File: config.mk
export PLATFORM = sky130hd
export DESIGN_NAME = bitmap_byte_suppression_encoder_flat
export DESIGN_NICKNAME = d
export VERILOG_FILES = /design/src/rtl/bbse_pkg.sv /design/src/rtl/bbse_in_if.sv /design/src/rtl/bbse_out_if.sv /design/src/rtl/bbse_group.sv /design/src/rtl/bbse_emit.sv /design/src/rtl/bitmap_byte_suppression_encoder.sv /design/src/flat_wrapper.sv
export SDC_FILE = /design/constraint.sdc
export NUM_CORES = 1
export LEC_CHECK = 0
export CELL_PAD_IN_SITES_DETAIL_PLACEMENT = 1
export CELL_PAD_IN_SITES_GLOBAL_PLACEMENT = 1
export CORE_MARGIN = 2
export CORE_UTILIZATION = 45
export DETAILED_ROUTE_END_ITERATION = 10
export DONT_BUFFER_PORTS = 1
export PLACE_DENSITY_LB_ADDON = 0.12
export SYNTH_ARGS = -nofsm -noshare
export SYNTH_HDL_FRONTEND = slang
export SYNTH_SLANG_ARGS = --single-unit
File: constraint.sdc
create_clock -name clk -period 2.94 [get_ports clk]
set_clock_uncertainty 0.05 [all_clocks]
set_input_delay 0.294 -clock clk [delete_from_list [all_inputs] [get_ports clk]]
set_output_delay 0.294 -clock clk [all_outputs]
set_load 0.02 [all_outputs]
File: src/rtl/bbse_pkg.sv
// shared types and constants of the bitmap byte suppression encoder
package bbse_pkg;

    localparam int BYTE_W    = 8;
    localparam int TAIL_W    = 3;
    localparam int MAX_GROUP = 8;

    typedef enum logic [1:0] {
        EMIT_IDLE,
        EMIT_MAP,
        EMIT_DATA
    } emit_state_t;

    typedef struct packed {
        logic                  go;
        logic                  full;
        logic                  eos;
        logic [MAX_GROUP-1:0]  pend;
        logic [BYTE_W-1:0]     map;
        logic [TAIL_W-1:0]     tail;
    } launch_t;

endpackage

File: src/rtl/bbse_in_if.sv
// input channel of the encoder: one stream byte per transfer
interface bbse_in_if;
    logic                          valid;
    logic                          ready;
    logic [bbse_pkg::BYTE_W-1:0]   data_byte;
    logic                          end_of_stream;

    modport source (output valid, output data_byte, output end_of_stream, input ready);
    modport sink   (input valid, input data_byte, input end_of_stream, output ready);
endinterface

File: src/rtl/bbse_out_if.sv
// output channel of the encoder: one encoded byte per transfer
interface bbse_out_if;
    logic                          valid;
    logic                          ready;
    logic [bbse_pkg::BYTE_W-1:0]   out_byte;
    logic                          is_map;
    logic                          last_of_stream;
    logic [bbse_pkg::TAIL_W-1:0]   tail_count;

    modport source (output valid, output out_byte, output is_map, output last_of_stream,
                    output tail_count, input ready);
    modport sink   (input valid, input out_byte, input is_map, input last_of_stream,
                    input tail_count, output ready);
endinterface

File: src/rtl/bbse_group.sv
// group store, suppressed value compare and presence bits of the open group
module bbse_group #(
    parameter int GROUP_SIZE = 8
) (
    input  logic                                         clk,
    input  logic                                         rst_n,
    input  logic                                         accept,
    input  logic [bbse_pkg::BYTE_W-1:0]                  data_byte,
    input  logic                                         end_of_stream,
    input  logic [bbse_pkg::BYTE_W-1:0]                  suppressed_value,
    input  logic [$clog2(GROUP_SIZE)-1:0]                rd_idx,
    output logic [bbse_pkg::BYTE_W-1:0]                  rd_data,
    output bbse_pkg::launch_t                            launch
);

    localparam int FILL_W = $clog2(GROUP_SIZE);

    logic [bbse_pkg::BYTE_W-1:0]    store_mem [GROUP_SIZE];
    logic [FILL_W-1:0]              fill_reg, fill_next;
    logic [GROUP_SIZE-1:0]          diff_reg, diff_next, diff_new;
    logic                           differs;
    logic                           full;

    assign differs = (data_byte != suppressed_value);
    assign full    = (fill_reg == FILL_W'(GROUP_SIZE - 1));

    always_comb
    begin
        for (int i = 0; i < GROUP_SIZE; i++)
        begin
            diff_new[i] = diff_reg[i] | (differs && (fill_reg == FILL_W'(i)));
        end

        launch      = '0;
        launch.go   = accept && (full || end_of_stream);
        launch.full = full;
        launch.eos  = end_of_stream;
        for (int i = 0; i < GROUP_SIZE; i++)
        begin
            launch.pend[i] = full ? diff_new[i] : (FILL_W'(i) <= fill_reg);
            launch.map[GROUP_SIZE-1-i] = diff_new[i];
        end
        launch.tail = full ? '0
                           : bbse_pkg::TAIL_W'(fill_reg) + bbse_pkg::TAIL_W'(1);

        fill_next = fill_reg;
        diff_next = diff_reg;
        if (launch.go)
        begin
            fill_next = '0;
            diff_next = '0;
        end
        else if (accept)
        begin
            fill_next = FILL_W'(fill_reg + 1'b1);
            diff_next = diff_new;
        end
    end

    always_ff @(posedge clk or negedge rst_n)
    begin
        if (!rst_n)
        begin
            fill_reg <= '0;
            diff_reg <= '0;
        end
        else
        begin
            fill_reg <= fill_next;
            diff_reg <= diff_next;
        end
    end

    // registered read, the byte written in the same cycle is passed through
    always_ff @(posedge clk)
    begin
        if (accept)
        begin
            store_mem[fill_reg] <= data_byte;
        end
        if (accept && (fill_reg == rd_idx))
        begin
            rd_data <= data_byte;
        end
        else
        begin
            rd_data <= store_mem[rd_idx];
        end
    end

endmodule

File: src/rtl/bbse_emit.sv
// emit sequencer: walks the group and drives the registered output slot
module bbse_emit #(
    parameter int GROUP_SIZE = 8
) (
    input  logic                                  clk,
    input  logic                                  rst_n,
    input  bbse_pkg::launch_t                     launch,
    output logic                                  idle,
    output logic [$clog2(GROUP_SIZE)-1:0]         rd_idx,
    input  logic [bbse_pkg::BYTE_W-1:0]           rd_data,
    output logic                                  out_valid,
    input  logic                                  out_ready,
    output logic [bbse_pkg::BYTE_W-1:0]           out_byte,
    output logic                                  out_is_map,
    output logic                                  out_last,
    output logic [bbse_pkg::TAIL_W-1:0]           out_tail
);

    localparam int FILL_W = $clog2(GROUP_SIZE);

    bbse_pkg::emit_state_t           state_reg, state_next;
    logic [GROUP_SIZE-1:0]           pend_reg, pend_next, rest;
    logic [bbse_pkg::BYTE_W-1:0]     map_reg, map_next;
    logic                            eos_reg, eos_next;
    logic [bbse_pkg::TAIL_W-1:0]     tail_reg, tail_next;
    logic [FILL_W-1:0]               idx_reg, idx_next;

    logic                            ovalid_reg, ovalid_next;
    logic [bbse_pkg::BYTE_W-1:0]     obyte_reg, obyte_next;
    logic                            omap_reg, omap_next;
    logic                            olast_reg, olast_next;
    logic [bbse_pkg::TAIL_W-1:0]     otail_reg, otail_next;

    logic                            slot_free;
    logic                            load;

    assign slot_free  = !ovalid_reg || out_ready;
    assign idle       = (state_reg == bbse_pkg::EMIT_IDLE);
    // store read is registered, so address it with the next position
    assign rd_idx     = idx_next;
    assign rest       = pend_reg & ~(GROUP_SIZE'(1) << idx_reg);
    assign out_valid  = ovalid_reg;
    assign out_byte   = obyte_reg;
    assign out_is_map = omap_reg;
    assign out_last   = olast_reg;
    assign out_tail   = otail_reg;

    always_comb
    begin
        state_next = state_reg;
        pend_next  = pend_reg;
        map_next   = map_reg;
        eos_next   = eos_reg;
        tail_next  = tail_reg;
        idx_next   = idx_reg;
        load       = 1'b0;
        obyte_next = obyte_reg;
        omap_next  = omap_reg;
        olast_next = olast_reg;
        otail_next = otail_reg;

        case (state_reg)
            bbse_pkg::EMIT_IDLE:
            begin
                if (launch.go)
                begin
                    pend_next  = launch.pend[GROUP_SIZE-1:0];
                    map_next   = launch.map;
                    eos_next   = launch.eos;
                    tail_next  = launch.tail;
                    idx_next   = '0;
                    state_next = launch.full ? bbse_pkg::EMIT_MAP : bbse_pkg::EMIT_DATA;
                end
            end
            bbse_pkg::EMIT_MAP:
            begin
                if (slot_free)
                begin
                    load       = 1'b1;
                    obyte_next = map_reg;
                    omap_next  = 1'b1;
                    olast_next = eos_reg && (pend_reg == '0);
                    otail_next = '0;
                    state_next = (pend_reg == '0) ? bbse_pkg::EMIT_IDLE
                                                  : bbse_pkg::EMIT_DATA;
                end
            end
            bbse_pkg::EMIT_DATA:
            begin
                if (!pend_reg[idx_reg])
                begin
                    idx_next = FILL_W'(idx_reg + 1'b1);
                end
                else if (slot_free)
                begin
                    load       = 1'b1;
                    obyte_next = rd_data;
                    omap_next  = 1'b0;
                    olast_next = eos_reg && (rest == '0);
                    otail_next = (eos_reg && (rest == '0)) ? tail_reg : '0;
                    pend_next  = rest;
                    idx_next   = FILL_W'(idx_reg + 1'b1);
                    if (rest == '0)
                    begin
                        state_next = bbse_pkg::EMIT_IDLE;
                    end
                end
            end
            default:
            begin
                state_next = bbse_pkg::EMIT_IDLE;
            end
        endcase

        ovalid_next = load ? 1'b1 : (out_ready ? 1'b0 : ovalid_reg);
    end

    always_ff @(posedge clk or negedge rst_n)
    begin
        if (!rst_n)
        begin
            state_reg  <= bbse_pkg::EMIT_IDLE;
            ovalid_reg <= 1'b0;
            pend_reg   <= '0;
        end
        else
        begin
            state_reg  <= state_next;
            ovalid_reg <= ovalid_next;
            pend_reg   <= pend_next;
        end
    end

    always_ff @(posedge clk)
    begin
        map_reg   <= map_next;
        eos_reg   <= eos_next;
        tail_reg  <= tail_next;
        idx_reg   <= idx_next;
        obyte_reg <= obyte_next;
        omap_reg  <= omap_next;
        olast_reg <= olast_next;
        otail_reg <= otail_next;
    end

endmodule

File: src/rtl/bitmap_byte_suppression_encoder.sv
// top level of the bitmap byte suppression encoder
// A byte that does not close a group or the stream is taken and the block is ready again
// the next cycle. A byte that closes a full group or ends the stream is taken and is
// followed by an emit pass, during which no transfer is taken: the map first on a full
// group, then each store position in turn up to the last one still to send, held up by
// output back pressure. The pass is paced by the single byte-wide output register, loaded
// once per cycle while the output slot is free by the sequencer as it walks the group
// store. No clearing pass after reset.
module bitmap_byte_suppression_encoder #(
    parameter int GROUP_SIZE = 8
) (
    input  logic                           clk,
    input  logic                           rst_n,
    bbse_in_if.sink                        in_ch,
    bbse_out_if.source                     out_ch,
    input  logic                           cfg_wr_en,
    input  logic [bbse_pkg::BYTE_W-1:0]    cfg_wr_data
);

    localparam int FILL_W = $clog2(GROUP_SIZE);

    logic [bbse_pkg::BYTE_W-1:0]    supp_reg, supp_next;
    logic                           idle;
    logic                           accept;
    logic [FILL_W-1:0]              rd_idx;
    logic [bbse_pkg::BYTE_W-1:0]    rd_data;
    bbse_pkg::launch_t              launch;

    assign in_ch.ready = idle;
    assign accept      = in_ch.valid && idle;
    assign supp_next   = cfg_wr_en ? cfg_wr_data : supp_reg;

    always_ff @(posedge clk or negedge rst_n)
    begin
        if (!rst_n)
        begin
            supp_reg <= '0;
        end
        else
        begin
            supp_reg <= supp_next;
        end
    end

    bbse_group #(
        .GROUP_SIZE (GROUP_SIZE)
    ) u_group (
        .clk              (clk),
        .rst_n            (rst_n),
        .accept           (accept),
        .data_byte        (in_ch.data_byte),
        .end_of_stream    (in_ch.end_of_stream),
        .suppressed_value (supp_reg),
        .rd_idx           (rd_idx),
        .rd_data          (rd_data),
        .launch           (launch)
    );

    bbse_emit #(
        .GROUP_SIZE (GROUP_SIZE)
    ) u_emit (
        .clk        (clk),
        .rst_n      (rst_n),
        .launch     (launch),
        .idle       (idle),
        .rd_idx     (rd_idx),
        .rd_data    (rd_data),
        .out_valid  (out_ch.valid),
        .out_ready  (out_ch.ready),
        .out_byte   (out_ch.out_byte),
        .out_is_map (out_ch.is_map),
        .out_last   (out_ch.last_of_stream),
        .out_tail   (out_ch.tail_count)
    );

`ifndef NO_ASSERTIONS
    // end of stream always starts an emit pass
    a_eos_busy: assert property (@(posedge clk) disable iff (!rst_n)
        in_ch.valid && in_ch.ready && in_ch.end_of_stream |=> !in_ch.ready)
        else $error("end of stream transfer did not start an emit pass");

    // a map never carries a tail length
    a_map_tail: assert property (@(posedge clk) disable iff (!rst_n)
        out_ch.valid && out_ch.is_map |-> out_ch.tail_count == '0)
        else $error("map byte with nonzero tail count");

    // tail length only on the final transfer of a stream
    a_tail_last: assert property (@(posedge clk) disable iff (!rst_n)
        out_ch.valid && (out_ch.tail_count != '0) |-> out_ch.last_of_stream)
        else $error("tail count without last of stream");
`endif

endmodule

File: src/flat_wrapper.sv
// flat-port wrapper written by rule: the top's interface ports become plain ports
module bitmap_byte_suppression_encoder_flat 
#(
    parameter int GROUP_SIZE = 8
)
  (clk, rst_n, cfg_wr_en, cfg_wr_data, in_ch_valid, in_ch_data_byte, in_ch_end_of_stream, in_ch_ready, out_ch_valid, out_ch_out_byte, out_ch_is_map, out_ch_last_of_stream, out_ch_tail_count, out_ch_ready);
  bbse_in_if in_ch_i ();
  bbse_out_if out_ch_i ();
  input  logic clk;
  input  logic rst_n;
  input  logic cfg_wr_en;
  input  logic [bbse_pkg::BYTE_W-1:0] cfg_wr_data;
  input wire logic [$bits(in_ch_i.valid)-1:0] in_ch_valid;
  input wire logic [$bits(in_ch_i.data_byte)-1:0] in_ch_data_byte;
  input wire logic [$bits(in_ch_i.end_of_stream)-1:0] in_ch_end_of_stream;
  output wire logic [$bits(in_ch_i.ready)-1:0] in_ch_ready;
  output wire logic [$bits(out_ch_i.valid)-1:0] out_ch_valid;
  output wire logic [$bits(out_ch_i.out_byte)-1:0] out_ch_out_byte;
  output wire logic [$bits(out_ch_i.is_map)-1:0] out_ch_is_map;
  output wire logic [$bits(out_ch_i.last_of_stream)-1:0] out_ch_last_of_stream;
  output wire logic [$bits(out_ch_i.tail_count)-1:0] out_ch_tail_count;
  input wire logic [$bits(out_ch_i.ready)-1:0] out_ch_ready;
  assign in_ch_i.valid = in_ch_valid;
  assign in_ch_i.data_byte = in_ch_data_byte;
  assign in_ch_i.end_of_stream = in_ch_end_of_stream;
  assign in_ch_ready = in_ch_i.ready;
  assign out_ch_valid = out_ch_i.valid;
  assign out_ch_out_byte = out_ch_i.out_byte;
  assign out_ch_is_map = out_ch_i.is_map;
  assign out_ch_last_of_stream = out_ch_i.last_of_stream;
  assign out_ch_tail_count = out_ch_i.tail_count;
  assign out_ch_i.ready = out_ch_ready;
  bitmap_byte_suppression_encoder #(.GROUP_SIZE(GROUP_SIZE)) u_core (.clk(clk), .rst_n(rst_n), .in_ch(in_ch_i), .out_ch(out_ch_i), .cfg_wr_en(cfg_wr_en), .cfg_wr_data(cfg_wr_data));
endmodule
## Word level (Yosys, flattened, before mapping)

Memory sizes are Yosys's and may differ from the RTL's. A register that Yosys moved wholly into a read port is not among the register bits.
Index checks and enable logic that the tools add are counted.

- Flip-flop bits (word level): 58
- Output and inout port bits: 15
- Input bits: 22
- Memories: 1
- Logic and storage cells: 133
- Memory bits (writable): 64

Memory list:

| memory | words | width | rd ports | clocked after memory_dff | write ports | line | RTL |
|---|---|---|---|---|---|---|---|
| u_core.u_group.store_mem | 8 | 8 | 1 | 1 | 1 | bbse_group.sv:18 | `logic [bbse_pkg::BYTE_W-1:0] store_mem [GROUP_SIZE];` |

- Shift-type cells: 1
- Reductions and logical operators: 27
- Eq/ne operators: 15
- Add/subtract/negate cells: 2
- Bitwise logic cells: 10
- Mux-type cells: 54
- $lt $le $gt $ge: 9

Operators with widths:

| kind | count |
|---|---|
| two-way mux 8 bit | 8 |
| one-hot mux 8 bit (2 select lines) | 2 |
| two-way mux 3 bit | 9 |
| two-way mux 1 bit | 21 |
| zero test 8 bit | 2 |
| two-way mux 2 bit | 7 |
| equality test 3 bit (second input constant) | 4 |
| less-or-equal comparator 3 bit (first input constant) | 4 |
| logical AND 1 bit | 12 |
| one-hot mux 3 bit (2 select lines) | 2 |
| inequality test 2 bit (second input constant) | 5 |
| bitwise AND 8 bit | 1 |
| inequality test 8 bit | 1 |
| NOT 8 bit | 1 |
| bitwise OR 1 bit | 8 |
| AND reduction 4 bit | 2 |
| nonzero test 2 bit | 4 |
| << shifter 1 x 3 -> 8 bit (first input constant) | 1 |
| adder 3 x 1 -> 3 bit (second input constant) | 2 |
| equality test 3 x 2 -> 1 bit (second input constant) | 2 |
| less-or-equal comparator 1 x 3 -> 1 bit (first input constant) | 2 |
| less-or-equal comparator 2 x 3 -> 1 bit (first input constant) | 2 |
| one-hot mux 1 bit (2 select lines) | 3 |
| one-hot mux 2 bit (3 select lines) | 1 |
| other kinds (11) | 12 |

## Logic depth before layout (Yosys ltp)

- Depth after elaboration: 9
- Mapped depth: 9

## Modules after synthesis

Synthesis repeated with hierarchy kept, for this count alone.

- Cells, all modules: 402
- Area, all modules: 5720.5 µm²

By module, submodules not included:

| module | area an instance (µm²) | cells an instance | seq. area each (µm²) | instances |
|---|---|---|---|---|
| bbse_group | 3427.0 | 216 | 2257.2 | 1 |
| bbse_emit | 1955.6 | 168 | 1086.0 | 1 |
| bitmap_byte_suppression_encoder | 337.8 | 18 | 200.2 | 1 |

## Least setup slack after synthesis

OpenSTA, ideal clock, no wires.

- Path type: register -> register
- Start point: reg u_core.u_emit.state_reg[0]
- End point: reg u_core.u_emit.obyte_reg (netlist bit u_core.u_emit.out_byte[0]), enable pin
- Data arrival time: 2.039 ns
- Setup slack: 0.463 ns
- Cell stages (with the launch flop): 7
- Library setup time: 0.387 ns
- Period minus slack after synthesis: 2.477 ns
- Cells stage by stage: dfrtp_1 inv_1 ha_1 clkbuf_1 clkbuf_1 nand3_1 a21oi_1

- Cells in the longest elaborated chain, start to end: 3
- Elaborated cells on any way between the ends: 7
- Those cells by class: 5 x eq/ne; 2 x reduce/logical

RTL lines:

| item | line | RTL |
|---|---|---|
| start, declared | bbse_emit.sv:21 | `bbse_pkg::emit_state_t state_reg, state_next;` |
| start signal, assigned | bbse_emit.sv:122 | `state_reg <= bbse_pkg::EMIT_IDLE;` |
| start signal, assigned | bbse_emit.sv:128 | `state_reg <= state_next;` |
| equality test 2 bit / equality test 2 x 1 -> 1 bit (equally long branches) | bbse_emit.sv:62 | `case (state_reg)` |
| inequality test 2 bit (no line) / nonzero test 2 bit (equally long branches) | n/a |  |
| AND reduction 4 bit (no line) (*) | n/a |  |
| end signal, assigned | bbse_emit.sv:140 | `obyte_reg <= obyte_next;` |
| end, declared | bbse_emit.sv:29 | `logic [bbse_pkg::BYTE_W-1:0] obyte_reg, obyte_next;` |

Every way passes the cells marked *; elsewhere a longest branch is shown, timed or not.
A chain may end at the register's enable or synchronous reset.

==> flow_metrics.tcl <==
set metrics [dict create \
    area_growth_pct 20.8 \
    port_buffers 0 \
    wl_met2_um 6290 \
    cts.sinks 122 \
    finalSetupTns_ps 0 \
    post-place-ws_ps 589 \
    initial_core_util_pct 45.7 \
    seq_area_frac_synth_pct 64.2 \
    crit_family "compound AO/OA/AOI/OAI gates" \
    drtIter0Drc 195 \
    synth-seq-cells 122 \
    first_pass_iters 5 \
    worst-path-stages 7 \
    die_area_um2 13100 \
    cts.path.max_buffers 2 \
    top_layer_used "met4" \
    fin_nets 485 \
    clk_latency_ps 420 \
    synth_area_leader_cell "edfxtp_1" \
    grt_max_degree 31 \
    antenna_cells 0 \
    syn_nets 438 \
    vdd_ir_drop_max_mv 0.446 \
    start_kind "flop" \
    r2r_cells 7 \
    crit_fanout 10 \
    rows 40 \
    synth.most_common_cell "edfxtp_1" \
    period_minus_slack_ps 2360 \
    worst_slack_ps 575 \
    largest_register_ffs 64 \
    stdcell_count 610 \
    h-tree-depth 4 \
    gp_congestion 0.889 \
    antenna_found_initial 1 \
    slew_headroom_pct 48.5 \
    vias 3483 \
    root_buffer "clkbuf_16" \
    dpl.hpwl_um 8800 \
    final_layout_size_suffix_gt1_share_pct 19.7 \
    regMostFlops "u_core.u_group.store_mem" \
    route.met3.wl_um 567 \
    cts_resized 0 \
    die_h_um 114 \
    syn-cell-area_um2 5470 \
    core_area_um2 12000 \
    cts_tree "done" \
    finalHoldViolCount 0 \
    utilization_pct 55.3 \
    status "complete, no violations" \
    maxCapViolations 0 \
    syn_avg_cell_area_um2 13.6 \
    required_ps 3190 \
    leakagePower_nw 2.52 \
    yosys_warnings 0 \
    synth_common_cells "edfxtp_1, nand2_1, nor2_1, dfrtp_1, inv_1" \
    finalCritPeriodShare_pct 80.4 \
    routed_wl_um 13600 \
    path_cells "ha_1 -> ha_1 -> o211ai_1 -> o21ai_0 -> and4bb_1 -> a21oi_2 -> mux2_2" \
    min_path_cells 3 \
    hold_path_class "input pin to flop" \
    synth_top_area_share_pct 50.5 \
    crit_buf_inv 0 \
    critPathKind "flop to flop" \
    end_kind "flop" \
    io_pins 37 \
    nFillCells 1156 \
    grt_usage_pct 22.4 \
    detail-route-antenna-nets 0 \
    dp.cells 551 \
    critPathSlowestCell "dfrtp_1" \
    cts_made_buffers 17 \
    timing.fmax_ghz 0.423 \
    tightest_slew_ps 772 \
    m1WireLength_um 6560 \
    cpPeakStageDelay_ps 470 \
    synth.area.top_cells "edfxtp_1, dfrtp_1, mux4_2, nand2_1, ha_1" \
    async_flop_share_pct 24.6 \
    synth_flop_cell "edfxtp_1" \
    synth_edf_count 92 \
    slew_violations 0 \
    synthDistinctLibCells 53 \
    crit_top_cell "ha_1" \
    drc 0 \
    avgRoutedWirePerCell_um 22.2 \
    power_density_nw_per_um2 1050 \
    overflow 0 \
    netlist_instances 403 \
    clkSlewWorstSetupHoldPaths_ps 60 \
    die_w_um 114 \
    grt_pass1_vias 3608 \
    design_power_total_mw 6.94 \
    setup_viol 0 \
    cp.arrival_ps 2610 \
    grt_pass1_wl_um 20900 \
    routed_via_density 5.71 \
    rsz0062_at_grt "no" \
]
==> path summary, 6_finish.rpt <==
path,startpoint,endpoint,slack (ps)
setup reg to reg,u_core.u_group.fill_reg[0],u_core.u_emit.pend_reg[4],580
setup / recovery,u_core.u_group.fill_reg[0],u_core.u_emit.pend_reg[4],580
min in group asynchronous,rst_n,u_core.u_emit.state_reg[1],330
hold reg to reg,u_core.u_group.diff_reg[3],u_core.u_group.diff_reg[3],490
max in group asynchronous,rst_n,u_core.u_group.diff_reg[3],2340
hold / removal,in_ch_end_of_stream,u_core.u_group.fill_reg[2],70
==> through the flow <==
step | area, um2 | hold WS [ps]
after floorplan | 5470 | -51.6
after global placement | 5730 | -51.0
after detailed placement | 5730 | -51.2
after CTS | 6610 | 58.9
after global routing | 6610 | 80.4
final | 6610 | 73.5
==> cell families after synthesis <==
group	count (synthesis)	share of synthesized area, %
xor+xnor	8	1.28
buf+inv	43	3.25
simple gates	116	9.70
compound gates	69	8.80
mux	32	9.79
fa+ha+maj	13	2.97
flops	122	64.2
==> repair_timing <==
action,CTS,global route
endpoints found under the hold margin,103,0
hold buffers,27,0
buffers inserted,0,0
==> power breakdown <==
group          internal (mW)  leakage, nW  switching, mW  total, mW
Clock                   1.28        0.290          0.772       2.06
Combinational          0.890         1.01           1.28       2.17
Sequential              2.33         1.22          0.385       2.71
==> cells in the final DEF, fill, tap and decap left out, types with 14 or more instances in the layout <==
master and n:
a31oi_1 16, nand2_1 46, a21oi_1 14, mux4_2 16, edfxtp_1 92, inv_1 22, dlygate4sd3_1 26, nor2_1 34
dfrtp_1 30, clkbuf_16 21, buf_4 22
==> metal layers <==
layer	up-vias	track usage, %
li1	1603	-
met4	0	8.13
met3	11	5.03
met1	1777	33.1
met5	-	0
met2	92	32.9
==> worst reg2reg max path, delay by kind of cell, from the launching register on <==
kind                       cells  cell delay, ps
DFF                            1             470
and+or+nand+nor                1             320
adders and majority gates      2             430
AOI/OAI and AO/OA              3             620
muxes                          1             360
==> area by class of cell <==
| class | count | area (um2) | area share, % |
|---|---|---|---|
| tap | 147 | 184 | 2.78 |
| multi-input combinational | 238 | 1780 | 26.9 |
| inverter | 22 | 82.6 | 1.25 |
| clock inverter | 10 | 76.3 | 1.15 |
| timing repair buffer | 49 | 445 | 6.74 |
| clock buffer | 22 | 529 | 8.01 |
| sequential | 122 | 3510 | 53.1 |
(Power assumes the default switching activity.)
